--- src/hdl/bhpq_pkg.sv ---
// Shared constants and controller/datapath interface types for the binary heap priority queue.
package bhpq_pkg;

    // Default sizing of the heap.
    localparam int HPQ_CAPACITY   = 1024;
    localparam int HPQ_DATA_WIDTH = 32;

    // Operation codes carried on the kind input.
    localparam logic KIND_PUSH = 1'b0;
    localparam logic KIND_POP  = 1'b1;

    // Commands from the controller to the datapath.
    typedef struct packed {
        logic start_push;  // append a new item at the end of the heap
        logic start_pop;   // fetch the last element and shrink the heap
        logic take_last;   // latch the fetched last element as the moving value
        logic reject;      // flag the item as ignored
        logic rd_parent;   // read the parent of the current position
        logic rd_child;    // read both children of the current position
        logic push_step;   // one sift-up decision and write
        logic pop_step;    // one sift-down decision and write
        logic write_v;     // store the moving value at the current position
    } t_cmd;

    // Status from the datapath to the controller.
    typedef struct packed {
        logic full;
        logic empty;
        logic at_root;
        logic push_up;
        logic has_child;
        logic pop_down;
    } t_status;

endpackage

--- src/hdl/bhpq_ctrl.sv ---
// Sequencing state machine for the binary heap priority queue.
module bhpq_ctrl
    import bhpq_pkg::*;
(
    input  logic    i_clk,
    input  logic    i_rst_n,
    input  logic    start,
    input  logic    i_kind,
    input  t_status i_status,
    output t_cmd    o_cmd,
    output logic    busy,
    output logic    o_valid
);

    typedef enum logic [7:0] {
        ST_IDLE   = 8'b0000_0001,
        ST_P_CHK  = 8'b0000_0010,
        ST_P_CMP  = 8'b0000_0100,
        ST_L_TAKE = 8'b0000_1000,
        ST_D_CHK  = 8'b0001_0000,
        ST_D_CMP  = 8'b0010_0000,
        ST_DONE   = 8'b0100_0000
    } t_state;

    t_state r_state;
    t_state n_state;

    // State register.
    always_ff @(posedge i_clk) begin
        if (!i_rst_n) begin
            r_state <= ST_IDLE;
        end else begin
            r_state <= n_state;
        end
    end

    // Next state and command decode.
    always_comb begin
        n_state = r_state;
        o_cmd   = '0;
        unique case (r_state)
            ST_IDLE: begin
                if (start) begin
                    if (i_kind == KIND_PUSH) begin
                        if (i_status.full) begin
                            o_cmd.reject = 1'b1;
                            n_state      = ST_DONE;
                        end else begin
                            o_cmd.start_push = 1'b1;
                            n_state          = ST_P_CHK;
                        end
                    end else begin
                        if (i_status.empty) begin
                            o_cmd.reject = 1'b1;
                            n_state      = ST_DONE;
                        end else begin
                            o_cmd.start_pop = 1'b1;
                            n_state         = ST_L_TAKE;
                        end
                    end
                end
            end
            ST_P_CHK: begin
                if (i_status.at_root) begin
                    o_cmd.write_v = 1'b1;
                    n_state       = ST_DONE;
                end else begin
                    o_cmd.rd_parent = 1'b1;
                    n_state         = ST_P_CMP;
                end
            end
            ST_P_CMP: begin
                o_cmd.push_step = 1'b1;
                n_state         = i_status.push_up ? ST_P_CHK : ST_DONE;
            end
            ST_L_TAKE: begin
                o_cmd.take_last = 1'b1;
                n_state         = ST_D_CHK;
            end
            ST_D_CHK: begin
                if (i_status.has_child) begin
                    o_cmd.rd_child = 1'b1;
                    n_state        = ST_D_CMP;
                end else begin
                    o_cmd.write_v = 1'b1;
                    n_state       = ST_DONE;
                end
            end
            ST_D_CMP: begin
                o_cmd.pop_step = 1'b1;
                n_state        = i_status.pop_down ? ST_D_CHK : ST_DONE;
            end
            ST_DONE: begin
                n_state = ST_IDLE;
            end
            default: begin
                n_state = ST_IDLE;
            end
        endcase
    end

    assign busy    = (r_state != ST_IDLE);
    assign o_valid = (r_state == ST_DONE);

endmodule

--- config.mk ---
export PLATFORM = sky130hd
export DESIGN_NAME = bhpq_ctrl
export DESIGN_NICKNAME = d
export VERILOG_FILES = /design/src/hdl/bhpq_pkg.sv /design/src/hdl/bhpq_ctrl.sv
export SDC_FILE = /design/constraint.sdc
export NUM_CORES = 1
export LEC_CHECK = 0
export BUFFER_PORTS_ARGS = -buffer_cell sky130_fd_sc_hd__buf_2
export CORE_AREA = 2 2 39 41
export CTS_BUF_LIST = sky130_fd_sc_hd__clkbuf_4
export DETAILED_ROUTE_END_ITERATION = 10
export DIE_AREA = 0 0 41 43
export GPL_ROUTABILITY_DRIVEN = 0
export GPL_TIMING_DRIVEN = 0
export PLACE_DENSITY = 0.65
export SYNTH_ARGS = -nofsm -noshare
export SYNTH_HDL_FRONTEND = slang
export SYNTH_SLANG_ARGS = --single-unit
--- constraint.sdc ---
create_clock -name i_clk -period 4.3 [get_ports i_clk]
set_input_delay 0.86 -clock i_clk [delete_from_list [all_inputs] [get_ports i_clk]]
set_output_delay 0.86 -clock i_clk [all_outputs]
set_load 0.02 [all_outputs]
==> key figures <==
Status
  • Run status: complete, no violations

STA
  • Final Max Slew Viols: 0
  • Skew final: 0.003190 ns
  • Ratio of final minimum period to clock period: about three fifths
  • Worst Max-Slew Pin Slew: around 0.33 ns
  • Maximum operating frequency: about 0.40 GHz
  • Final Critical Period: around 2.5 ns
  • Final setup violation count: 0
  • RSZ-0062 raised after global routing: false
  • Hold Vio Cnt, Final: 0
  • Rel. slew slack: between 70% and 80%
  • Setup TNS: 0 ns

GRT
  • Grt ovf: 0
  • Global-route wire length before repair: 1580 um
  • Largest net degree at the start of global routing: 10
  • Initial antenna violation count: 0
  • Total GRT Usage: 13.47%
  • Vias in the first global route: 390

Clock tree
  • Setup Fix Bufs, Post-CTS: 0
  • Worst-Skew Late Latency: 0.25 ns
  • H-tree levels: 1
  • Hold buffers post-CTS: 0
  • Post-CTS sizing: 0
  • CTS tree: done
  • Clk buf depth: 2
  • Cts bufs inserted: 3
  • Clk sinks: 7
  • Reg clk slew, reported paths: about 0.05 ns
  • Root Driver: clkbuf_4

Worst setup path
  • WP data required: 3.44 ns
  • CP arrival: roughly 1.6 ns
  • Critical path class: reg2out
  • Worst Setup SP: r_state[3]
  • R2R Path Start: r_state[4]
  • Crit. End Element: output port
  • Crit Path Max Fanout: 6
  • Setup crit start kind: flip-flop

Placed design
  • Detailed placer's ending HPWL: roughly 900 um
  • Number of port buffers: 20
  • Placed cell area: 566.8 sq um

Die
  • Core footprint: 1384 sq um
  • Row cnt: 14
  • Initial Util: about 32%
  • Number of I/O pins: 21
  • Die Ht: roughly 43 um
  • Die area: 1763 sq um
  • Die Width: between 40 and 50 um

Synth
  • Top cell type's share of synthesized area: 31.37%
  • Syn Area/Cell: roughly 7.4 sq um
  • Seq/Total Area, Yosys: about a third
  • FF+latch count, synth: 7
  • Gate Count Post-Synth: 60
  • Mapped Area: 446.7 sq um
  • Area contributors post-synth: dfxtp_1 (31%), nor2_1 (8.4%), nor3_1 (7.8%)
  • Leading area contributor after synthesis: dfxtp_1
  • Mapped Nets: 70
  • Cell variety after synth: 26
  • Number of synthesis warnings: 0

Final layout
  • Largest register by flop count: r_state
  • Design area: 596.8 sq um
  • Max reg flops: 7
  • Layout Nets: 95
  • Area grow syn2layout: 33.61%
  • Layout cells sized above 1: between 30% and 40%
  • Largest regs: r_state (7)
  • Ant. Diodes: 0

Routing
  • Remaining DRCs: 0
  • Drt first pass iters: 4
  • Via count: roughly 510
  • Final WL: around 1200 um
  • DR vias/cell: between 5 and 6
  • Iter 0 DRT Violations: 12
  • Antenna viol nets, final: 0
  • Wire length per cell: roughly 12 um

Hold path
  • Hold Crit Start: r_state[4]
  • Worst hold path type: reg2reg

Power
  • Lkg Pwr: ~0.00029 uW
  • Pwr dens: between 200 and 300 nW/um^2
  • VDD IR max: between 150 and 200 uV

Job
  • Max Cap Violations: 0
-- critical path: stages, from the launching register on --
cell,delay [ns]
dfxtp_1,0.33
nor2_1,0.24
nand2_1,0.20
nor3b_1,0.23
o21ai_0,0.15
inv_1,0.08
buf_2,0.15
-- power by group --
| part | internal [uW] | switching (uW) |
|---|---|---|
| clock network | 41.7 | 24.4 |
| registers | 67.0 | 2.66 |
| logic | 14.0 | 21.3 |
-- final cells by class --
class	count	area, sq um
fill	155	787.0
multi-input combinational	48	282.8
inverter	3	11.26
sequential	7	140.1
timing repair buffer	20	100.1
buffer	2	12.51
clock buffer	4	30.03
tap	16	20.02
-- cell usage after synthesis --
library cell and number:
inv_1 3, nor4b_2 1, a22oi_1 1, a31oi_1 1
nand2_1 2, nand3b_1 2, nor3b_1 3, xor2_1 1
mux2i_1 1, nor4b_1 1, o21ai_1 2, dfxtp_1 7
a21oi_1 4, or2b_1 1, nor4_1 2, nand2b_1 3
nor3_1 7, nand4b_1 1, nor2_1 10, a211oi_1 1
or4_1 1, buf_4 1, o21ai_0 1, clkbuf_2 1
nand3_1 1, or3_1 1
-- final timing paths --
path | cells after the start | slack (ns) | endpoint
max | 6 | 1.80 | o_cmd[0]
min | 2 | 0.61 | r_state[5]
max reg2reg | 4 | 2.67 | r_state[6]
min reg2reg | 2 | 0.61 | r_state[5]
-- logic make-up (layout without fill, tap and decap cells) --
group | count (synthesis) | in the layout | share of synthesized area (%)
flip-flops | 7 | 7 | 31.37
buffers and inverters | 5 | 29 | 5.322
AND/OR/NAND/NOR | 36 | 36 | 46.50
XOR/XNOR | 1 | 1 | 1.961
multiplexers | 1 | 1 | 2.241
AO/OA/AOI/OAI | 10 | 10 | 12.61
-- through the flow --
step / utilization, % / hold WS, ns / setup slack, ns / power [uW] / instances
final: 43.13 / 0.6108 / 1.796 / 171.1 / 100
after CTS: 43.13 / 0.6007 / 1.773 / 174.3 / 100
after global routing: 43.13 / 0.6437 / 1.696 / 179.3 / 100
after floorplan: - / 0.5222 / 1.958 / 92.60 / 60
after global placement: 40.96 / 0.5881 / 1.849 / 105.7 / 96
after detailed placement: 40.96 / 0.5947 / 1.845 / 106.1 / 96
-- cells in the final DEF, fill, tap and decap left out, types with 2 or more instances in the layout --
| cell type | netlist | layout |
|---|---|---|
| nand2b_1 | 3 | 3 |
| o21ai_1 | 2 | 2 |
| nor2_1 | 10 | 10 |
| nand2_1 | 2 | 2 |
| nor3_1 | 7 | 7 |
| nor4_1 | 2 | 2 |
| clkbuf_4 | 0 | 4 |
| inv_1 | 3 | 3 |
| dfxtp_1 | 7 | 7 |
| nand3b_1 | 2 | 2 |
| buf_2 | 0 | 20 |
| nor3b_1 | 3 | 3 |
| a21oi_1 | 4 | 4 |
-- layer usage --
metal  GRT usage, %  wire, um  up-vias
met3          2.094        85        2
li1               -         -      271
met1          18.39       561      218
met4          12.00        20        0
met5              0         0        -
met2          17.19       494       20
No activity file was read; power rests on OpenSTA's default activity.
